$ cat src/rtl/core/zsa_pkg.sv
package zsa_pkg;

  localparam int MeanW    = 48;          // running mean, sample units plus extra fraction
  localparam int DevW     = MeanW + 1;   // signed difference of two means, or its magnitude
  localparam int SumW     = 64;          // sum of squared deviations
  localparam int ThrW     = 16;          // threshold, unsigned Q8.8
  localparam int TsqW     = 2 * ThrW;    // threshold squared, Q16.16
  localparam int VarShift = 16;          // fraction bits of the squared threshold

  localparam logic [ThrW-1:0] ThrReset = 16'd768;

  // status of an iterative unit
  typedef struct packed {
    logic busy;
    logic done;
  } zsa_sts_t;

endpackage

$ cat src/rtl/core/zsa_div.sv
module zsa_div import zsa_pkg::*; #(
  parameter int DvdW = 49,
  parameter int DsrW = 32
) (
  input  logic            clk_i,
  input  logic            rst_ni,
  input  logic            start_i,
  input  logic [DvdW-1:0] dividend_i,
  input  logic [DsrW-1:0] divisor_i,
  output logic [DvdW-1:0] quotient_o,
  output zsa_sts_t        sts_o
);

  localparam int CntW = $clog2(DvdW);
  localparam logic [CntW-1:0] CntLast = CntW'(DvdW - 1);

  logic            busy_q, busy_d;
  logic [CntW-1:0] cnt_q, cnt_d;
  logic [DvdW-1:0] dvd_q, dvd_d;
  logic [DsrW-1:0] dsr_q, dsr_d;
  logic [DsrW-1:0] rem_q, rem_d;
  logic [DsrW:0]   trial;
  logic [DsrW:0]   diff;
  logic            ge;

  // restoring division, one quotient bit a cycle; quotient bits shift into the dividend
  always_comb begin
    trial  = {rem_q, dvd_q[DvdW-1]};
    diff   = trial - {1'b0, dsr_q};
    ge     = (trial >= {1'b0, dsr_q});
    busy_d = busy_q;
    cnt_d  = cnt_q;
    dvd_d  = dvd_q;
    dsr_d  = dsr_q;
    rem_d  = rem_q;
    if (start_i) begin
      busy_d = 1'b1;
      cnt_d  = '0;
      dvd_d  = dividend_i;
      dsr_d  = divisor_i;
      rem_d  = '0;
    end else if (busy_q) begin
      rem_d = ge ? diff[DsrW-1:0] : trial[DsrW-1:0];
      dvd_d = {dvd_q[DvdW-2:0], ge};
      cnt_d = cnt_q + CntW'(1);
      if (cnt_q == CntLast) begin
        busy_d = 1'b0;
      end
    end
  end

  always_ff @(posedge clk_i or negedge rst_ni) begin
    if (!rst_ni) begin
      busy_q <= 1'b0;
      cnt_q  <= '0;
    end else begin
      busy_q <= busy_d;
      cnt_q  <= cnt_d;
    end
  end

  always_ff @(posedge clk_i) begin
    dvd_q <= dvd_d;
    dsr_q <= dsr_d;
    rem_q <= rem_d;
  end

  assign quotient_o = dvd_q;
  assign sts_o.busy = busy_q;
  assign sts_o.done = busy_q && (cnt_q == CntLast);

endmodule

$ cat src/rtl/core/zsa_mul.sv
module zsa_mul import zsa_pkg::*; #(
  parameter int AW = 49,
  parameter int BW = 49
) (
  input  logic             clk_i,
  input  logic             rst_ni,
  input  logic             start_i,
  input  logic [AW-1:0]    a_i,
  input  logic [BW-1:0]    b_i,
  output logic [AW+BW-1:0] product_o,
  output zsa_sts_t         sts_o
);

  localparam int CntW = $clog2(BW);
  localparam logic [CntW-1:0] CntLast = CntW'(BW - 1);

  logic             busy_q, busy_d;
  logic [CntW-1:0]  cnt_q, cnt_d;
  logic [AW-1:0]    a_q, a_d;
  logic [AW+BW-1:0] acc_q, acc_d;
  logic [AW:0]      psum;

  // shift-add: multiplier bits leave at the bottom, partial sum enters at the top
  always_comb begin
    psum   = {1'b0, acc_q[AW+BW-1:BW]} + (acc_q[0] ? {1'b0, a_q} : '0);
    busy_d = busy_q;
    cnt_d  = cnt_q;
    a_d    = a_q;
    acc_d  = acc_q;
    if (start_i) begin
      busy_d = 1'b1;
      cnt_d  = '0;
      a_d    = a_i;
      acc_d  = (AW+BW)'(b_i);
    end else if (busy_q) begin
      acc_d = {psum, acc_q[BW-1:1]};
      cnt_d = cnt_q + CntW'(1);
      if (cnt_q == CntLast) begin
        busy_d = 1'b0;
      end
    end
  end

  always_ff @(posedge clk_i or negedge rst_ni) begin
    if (!rst_ni) begin
      busy_q <= 1'b0;
      cnt_q  <= '0;
    end else begin
      busy_q <= busy_d;
      cnt_q  <= cnt_d;
    end
  end

  always_ff @(posedge clk_i) begin
    a_q   <= a_d;
    acc_q <= acc_d;
  end

  assign product_o  = acc_q;
  assign sts_o.busy = busy_q;
  assign sts_o.done = busy_q && (cnt_q == CntLast);

endmodule

$ cat src/rtl/core/streaming_zscore_anomaly_flag.sv
// Streaming z-score anomaly flag over a running (Welford) mean and variance.
// Input channel in_valid_i/in_ready_o carries one sample with its null flag;
// output channel out_valid_o/out_ready_i carries one outlier bit per item.
// Every input item gives exactly one result item, in order.
// A null item leaves the statistics alone and goes straight to the done state,
// which yields 0. A valid sample runs through a bit-serial divider for the mean
// step, two bit-serial multipliers in parallel for the deviation products,
// then two more in parallel for the squared z-score compare. One item is in
// work at a time; in_ready_o is high whenever the datapath is free, even while
// a finished result still sits in the output register.
// If the receiver stalls, the finished flag waits in the block until the
// output register drains, and no further item is taken meanwhile.
// Reset clears count, mean and sum of squares and sets z_threshold to 3.0.
// cfg_we_i writes z_threshold (unsigned Q8.8); write it only when
// the block is idle.
module streaming_zscore_anomaly_flag import zsa_pkg::*; #(
  parameter int SAMPLE_WIDTH = 32,
  parameter int COUNT_WIDTH  = 32
) (
  input  logic                           clk_i,
  input  logic                           rst_ni,
  input  logic                           cfg_we_i,
  input  logic        [ThrW-1:0]         cfg_wdata_i,
  input  logic                           in_valid_i,
  output logic                           in_ready_o,
  input  logic signed [SAMPLE_WIDTH-1:0] sample_i,
  input  logic                           sample_null_i,
  output logic                           out_valid_o,
  input  logic                           out_ready_i,
  output logic                           outlier_o
);

  localparam int MeanShift = MeanW - SAMPLE_WIDTH;
  localparam int SqW       = 2 * DevW;
  localparam int VarW      = SqW + COUNT_WIDTH;
  localparam int ThrPW     = SumW + TsqW;
  localparam int LhsW      = VarW + VarShift;
  localparam int RhsW      = ThrPW + 2 * MeanShift;
  localparam int CmpW      = (LhsW > RhsW) ? LhsW : RhsW;

  localparam logic [3:0] S_IDLE = 4'd0;
  localparam logic [3:0] S_PREP = 4'd1;
  localparam logic [3:0] S_DIV  = 4'd2;
  localparam logic [3:0] S_MEAN = 4'd3;
  localparam logic [3:0] S_M1GO = 4'd4;
  localparam logic [3:0] S_M1   = 4'd5;
  localparam logic [3:0] S_SUM  = 4'd6;
  localparam logic [3:0] S_M2GO = 4'd7;
  localparam logic [3:0] S_M2   = 4'd8;
  localparam logic [3:0] S_CMP  = 4'd9;
  localparam logic [3:0] S_DONE = 4'd10;

  logic [3:0]             state_q, state_d;
  logic [ThrW-1:0]        thr_q, thr_d;
  logic [TsqW-1:0]        tsq_q, tsq_d;
  logic [COUNT_WIDTH-1:0] count_q, count_d;
  logic [MeanW-1:0]       mean_q, mean_d;
  logic [SumW-1:0]        m2_q, m2_d;
  logic [MeanW-1:0]       xs_q, xs_d;
  logic                   neg_q, neg_d;
  logic [DevW-1:0]        ad_q, ad_d;
  logic [DevW-1:0]        d2m_q, d2m_d;
  logic                   res_q, res_d;
  logic                   out_valid_q, out_valid_d;
  logic                   flag_q, flag_d;

  logic                   accept;
  logic [MeanW-1:0]       xs_in;
  logic [DevW-1:0]        delta_in;
  logic [DevW-1:0]        nm_full;
  logic [DevW-1:0]        d2;
  logic [SqW-1:0]         dev_sh;
  logic [SumW:0]          sum_ext;
  logic                   sum_big;
  logic [CmpW-1:0]        lhs;
  logic [CmpW-1:0]        rhs;
  logic                   has_var;

  logic                   div_start, m1_start, m2_start;
  logic [DevW-1:0]        quo;
  logic [SqW-1:0]         dev_p, sq_p;
  logic [VarW-1:0]        var_p;
  logic [ThrPW-1:0]       thr_p;
  zsa_sts_t               div_sts, dev_sts, sq_sts, var_sts, thr_sts;

  assign accept    = in_valid_i && in_ready_o;
  assign div_start = (state_q == S_PREP);
  assign m1_start  = (state_q == S_M1GO);
  assign m2_start  = (state_q == S_M2GO);

  zsa_div #(
    .DvdW(DevW),
    .DsrW(COUNT_WIDTH)
  ) u_div (
    .clk_i     (clk_i),
    .rst_ni    (rst_ni),
    .start_i   (div_start),
    .dividend_i(ad_q),
    .divisor_i (count_q),
    .quotient_o(quo),
    .sts_o     (div_sts)
  );

  zsa_mul #(
    .AW(DevW),
    .BW(DevW)
  ) u_mul_dev (
    .clk_i    (clk_i),
    .rst_ni   (rst_ni),
    .start_i  (m1_start),
    .a_i      (ad_q),
    .b_i      (d2m_q),
    .product_o(dev_p),
    .sts_o    (dev_sts)
  );

  zsa_mul #(
    .AW(DevW),
    .BW(DevW)
  ) u_mul_sq (
    .clk_i    (clk_i),
    .rst_ni   (rst_ni),
    .start_i  (m1_start),
    .a_i      (d2m_q),
    .b_i      (d2m_q),
    .product_o(sq_p),
    .sts_o    (sq_sts)
  );

  zsa_mul #(
    .AW(SqW),
    .BW(COUNT_WIDTH)
  ) u_mul_var (
    .clk_i    (clk_i),
    .rst_ni   (rst_ni),
    .start_i  (m2_start),
    .a_i      (sq_p),
    .b_i      (count_q - COUNT_WIDTH'(1)),
    .product_o(var_p),
    .sts_o    (var_sts)
  );

  zsa_mul #(
    .AW(SumW),
    .BW(TsqW)
  ) u_mul_thr (
    .clk_i    (clk_i),
    .rst_ni   (rst_ni),
    .start_i  (m2_start),
    .a_i      (m2_q),
    .b_i      (tsq_q),
    .product_o(thr_p),
    .sts_o    (thr_sts)
  );

  always_comb begin
    xs_in    = MeanW'(sample_i) << MeanShift;
    delta_in = {xs_in[MeanW-1], xs_in} - {mean_q[MeanW-1], mean_q};

    // truncated step keeps the new mean between old mean and sample
    nm_full = neg_q ? ({mean_q[MeanW-1], mean_q} - quo) : ({mean_q[MeanW-1], mean_q} + quo);
    d2      = {xs_q[MeanW-1], xs_q} - {nm_full[MeanW-1], nm_full[MeanW-1:0]};

    dev_sh  = dev_p >> (2 * MeanShift);
    sum_big = |dev_sh[SqW-1:SumW];
    sum_ext = {1'b0, m2_q} + {1'b0, dev_sh[SumW-1:0]};

    // squared z-score compare, both sides brought to a common scale
    lhs     = CmpW'(var_p) << VarShift;
    rhs     = CmpW'(thr_p) << (2 * MeanShift);
    has_var = (count_q > COUNT_WIDTH'(1)) && (m2_q != '0);
  end

  always_comb begin
    state_d     = state_q;
    thr_d       = cfg_we_i ? cfg_wdata_i : thr_q;
    tsq_d       = TsqW'(thr_q) * TsqW'(thr_q);
    count_d     = count_q;
    mean_d      = mean_q;
    m2_d        = m2_q;
    xs_d        = xs_q;
    neg_d       = neg_q;
    ad_d        = ad_q;
    d2m_d       = d2m_q;
    res_d       = res_q;
    out_valid_d = out_valid_q;
    flag_d      = flag_q;

    if (out_valid_q && out_ready_i) begin
      out_valid_d = 1'b0;
    end

    unique case (state_q)
      S_IDLE: begin
        if (accept) begin
          if (sample_null_i) begin
            res_d   = 1'b0;
            state_d = S_DONE;
          end else begin
            xs_d    = xs_in;
            neg_d   = delta_in[DevW-1];
            ad_d    = delta_in[DevW-1] ? (~delta_in + DevW'(1)) : delta_in;
            if (count_q != '1) begin
              count_d = count_q + COUNT_WIDTH'(1);
            end
            state_d = S_PREP;
          end
        end
      end
      S_PREP: state_d = S_DIV;
      S_DIV: begin
        if (div_sts.done) begin
          state_d = S_MEAN;
        end
      end
      S_MEAN: begin
        mean_d  = nm_full[MeanW-1:0];
        d2m_d   = d2[DevW-1] ? (~d2 + DevW'(1)) : d2;
        state_d = S_M1GO;
      end
      S_M1GO: state_d = S_M1;
      S_M1: begin
        if (dev_sts.done && sq_sts.done) begin
          state_d = S_SUM;
        end
      end
      S_SUM: begin
        m2_d    = (sum_big || sum_ext[SumW]) ? '1 : sum_ext[SumW-1:0];
        state_d = S_M2GO;
      end
      S_M2GO: state_d = S_M2;
      S_M2: begin
        if (!var_sts.busy && !thr_sts.busy) begin
          state_d = S_CMP;
        end
      end
      S_CMP: begin
        res_d   = has_var && (lhs > rhs);
        state_d = S_DONE;
      end
      S_DONE: begin
        if (!out_valid_q || out_ready_i) begin
          out_valid_d = 1'b1;
          flag_d      = res_q;
          state_d     = S_IDLE;
        end
      end
      default: state_d = S_IDLE;
    endcase
  end

  always_ff @(posedge clk_i or negedge rst_ni) begin
    if (!rst_ni) begin
      state_q     <= S_IDLE;
      thr_q       <= ThrReset;
      count_q     <= '0;
      mean_q      <= '0;
      m2_q        <= '0;
      out_valid_q <= 1'b0;
    end else begin
      state_q     <= state_d;
      thr_q       <= thr_d;
      count_q     <= count_d;
      mean_q      <= mean_d;
      m2_q        <= m2_d;
      out_valid_q <= out_valid_d;
    end
  end

  always_ff @(posedge clk_i) begin
    tsq_q  <= tsq_d;
    xs_q   <= xs_d;
    neg_q  <= neg_d;
    ad_q   <= ad_d;
    d2m_q  <= d2m_d;
    res_q  <= res_d;
    flag_q <= flag_d;
  end

  assign in_ready_o  = (state_q == S_IDLE);
  assign out_valid_o = out_valid_q;
  assign outlier_o   = flag_q;

endmodule
$ cat config.mk
export PLATFORM = sky130hd
export DESIGN_NAME = streaming_zscore_anomaly_flag
export DESIGN_NICKNAME = d
export VERILOG_FILES = /design/src/rtl/core/zsa_pkg.sv /design/src/rtl/core/zsa_div.sv /design/src/rtl/core/zsa_mul.sv /design/src/rtl/core/streaming_zscore_anomaly_flag.sv
export SDC_FILE = /design/constraint.sdc
export NUM_CORES = 2
export LEC_CHECK = 0
export BUFFER_PORTS_ARGS = -buffer_cell sky130_fd_sc_hd__buf_2
export CORE_ASPECT_RATIO = 0.8
export CORE_MARGIN = 2
export CORE_UTILIZATION = 62
export DETAILED_ROUTE_END_ITERATION = 7
export GPL_TIMING_DRIVEN = 0
export PLACE_DENSITY = 0.78
export SYNTH_ARGS = -nofsm -noshare
export SYNTH_HDL_FRONTEND = slang
export SYNTH_HIERARCHICAL = 1
export SYNTH_SLANG_ARGS = --single-unit
export TNS_END_PERCENT = 20
$ cat constraint.sdc
create_clock -name clk_i -period 13.35 [get_ports clk_i]
set_input_delay 2.0025 -clock clk_i [delete_from_list [all_inputs] [get_ports clk_i]]
set_output_delay 2.0025 -clock clk_i [all_outputs]
set_load 0.01 [all_outputs]
==> impl_metrics.toml <==
[setup_path]
rr_startpoint = "u_div/quotient_o[0]$_DFFE_PP_"
worst-r2r-setup-slack_ps = 2760
end_kind = "register"
crit_arrival_ps = 11130
critPathMaxStageDelay_ps = 930
crit_fanout = 10
rr_endpoint = "d2m_q[40]$_DFFE_PP_"
required_ps = 13900
r2r_cells = 30
critPathKind = "register to register"
startpoint_type = "register"
cp_slowest_cell = "nor4_1"

[min_path]
min_path_cells = 0
whs_endpoint = "u_mul_var/a_q[31]$_DFFE_PP_"
hp-start = "u_mul_sq/product_o[31]$_DFFE_PP_"
hp-class = "register to register"

[finish]
area_growth_pct = 8.72
n_fill_cell = 10500
finalNetCount = 9755
drive_gt1_frac = 0.0787
stdcell_area_um2 = 89800
final_common_cell = "nor2_1"
final_cell_mix = "nor2_1 (680), ha_1 (663), nand2_1 (647), a21oi_1 (639), edfxtp_1 (636)"

[logic_synthesis]
syn_nets = 9550
syn_area_um2 = 82600
yosysWarningCount = 6
synthCells = 8662
syn_area_per_cell_um2 = 9.53

[timing]
period_needed_ps = 10590
hold_viol_final = 0
max_freq_ghz = 0.0945
slew_viol_final = 0
period_share = 0.793
skew_ps = 27.0
rsz0062_at_grt = "false"
slew_headroom = 0.0505
setup_viol = 0
tns_ps = 0
layout_setup_ws_ps = 2760
tightest_slew_ps = 1410

[floorplan]
dieArea_um2 = 136000
core_um2 = 132000
top_level_ports = 57
die_y_um = 330
die_w_um = 412
num_rows = 119
start_util = 0.626

[clock_network]
cts_tree = "done"
clk_pin_slew_worst_paths_ps = 60
cts_buffers = 119
insertion_delay_ps = 780
post_cts_buffers = 0
cts_buffer_depth = 3
htree_levels = 3
clock-sinks = 1157
cts_resized = 0
cts_root_buffer = "clkbuf_16"
postCtsHoldBufs = 0

[global_routing]
grt_pass1_vias = 63500
grt_max_degree = 105
grt-ovfl-total = 0
antenna_found_initial = 17
grt_pass1_wl_um = 383000
track_usage = 0.368

[place]
dp_hpwl_um = 202000
pre_cts_slack_ps = 3450
routabilityCongestion = 1.02
portBuffers = 55
post_dp_cell_area_um2 = 85500

[route]
wire_per_inst_um = 23.6
routed_via_density = 6.34
drt-total-wl_um = 254000
drtPass1Iterations = 8
drc = 0
dr_total_vias = 68100
drtAntennaViolNets = 0
drtIter0Drc = 8278

[job]
cap_violations = 0

[status]
status = "finished, final reports clean"
## per-stage QoR
step                      std cells   util  hold WS (ps)
after floorplan                8662      -           359
after CTS                     10700  0.680           444
after detailed placement      10500  0.648           431
after global routing          10700  0.680           456
after global placement        10500  0.645           429
final                         10700  0.681           442
## how the worst max path moves through the flow
stage	from	endpoint	depth (start not counted)
finish	u_div/quotient_o[0]$_DFFE_PP_	d2m_q[40]$_DFFE_PP_	30
global route	u_div/quotient_o[0]$_DFFE_PP_	d2m_q[40]$_DFFE_PP_	30
CTS	u_div/quotient_o[0]$_DFFE_PP_	d2m_q[40]$_DFFE_PP_	30
detailed placement	u_div/quotient_o[0]$_DFFE_PP_	d2m_q[40]$_DFFE_PP_	30
global placement	state_q[2]$_DFFE_PN0P_	u_mul_var/product_o[100]$_SDFFE_PP0P_	6
floorplan	in_valid_i	count_q[27]$_DFFE_PN0P_	10
## area by class of cell
class,instances,area (um^2),share of cell area
inverter,529,1990,0.0221
clock buffer,138,3110,0.0346
sequential,1157,30500,0.340
antenna,10,25.0,0.000279
timing repair buffer,84,726,0.00808
clock inverter,88,1120,0.0124
buffer,367,1460,0.0163
multi-input combinational,6609,48600,0.542
tap,1754,2190,0.0244
## sequential cells by signal, indices dropped and copies added, names as in the netlist, 64 cells and up
signal	flops
u_mul_dev/product_o	98
u_mul_var/a_q	98
u_mul_sq/product_o	98
u_mul_var/product_o	130
u_mul_thr/a_q	64
m2_q	64
u_mul_thr/product_o	96
## metal layers
layer / wire length (um) / track usage / up-vias
met5: 75 / 0 / -
li1: - / - / 31600
met1: 117000 / 0.570 / 33000
met4: 6070 / 0.0837 / 12
met2: 99000 / 0.497 / 3170
met3: 31600 / 0.111 / 365
## critical path: cells and delay by family, from the launching register on
family	cells	cell delay [ps]
XOR/XNOR	2	1070
adder cells (fa/ha/maj)	2	780
flip-flops	1	470
buffers and inverters	3	780
AND/OR/NAND/NOR	11	3140
AO/OA/AOI/OAI	12	4090
Power is not shown: default switching activity piles up to over one toggle a cycle in this logic, so the estimate is an artifact.
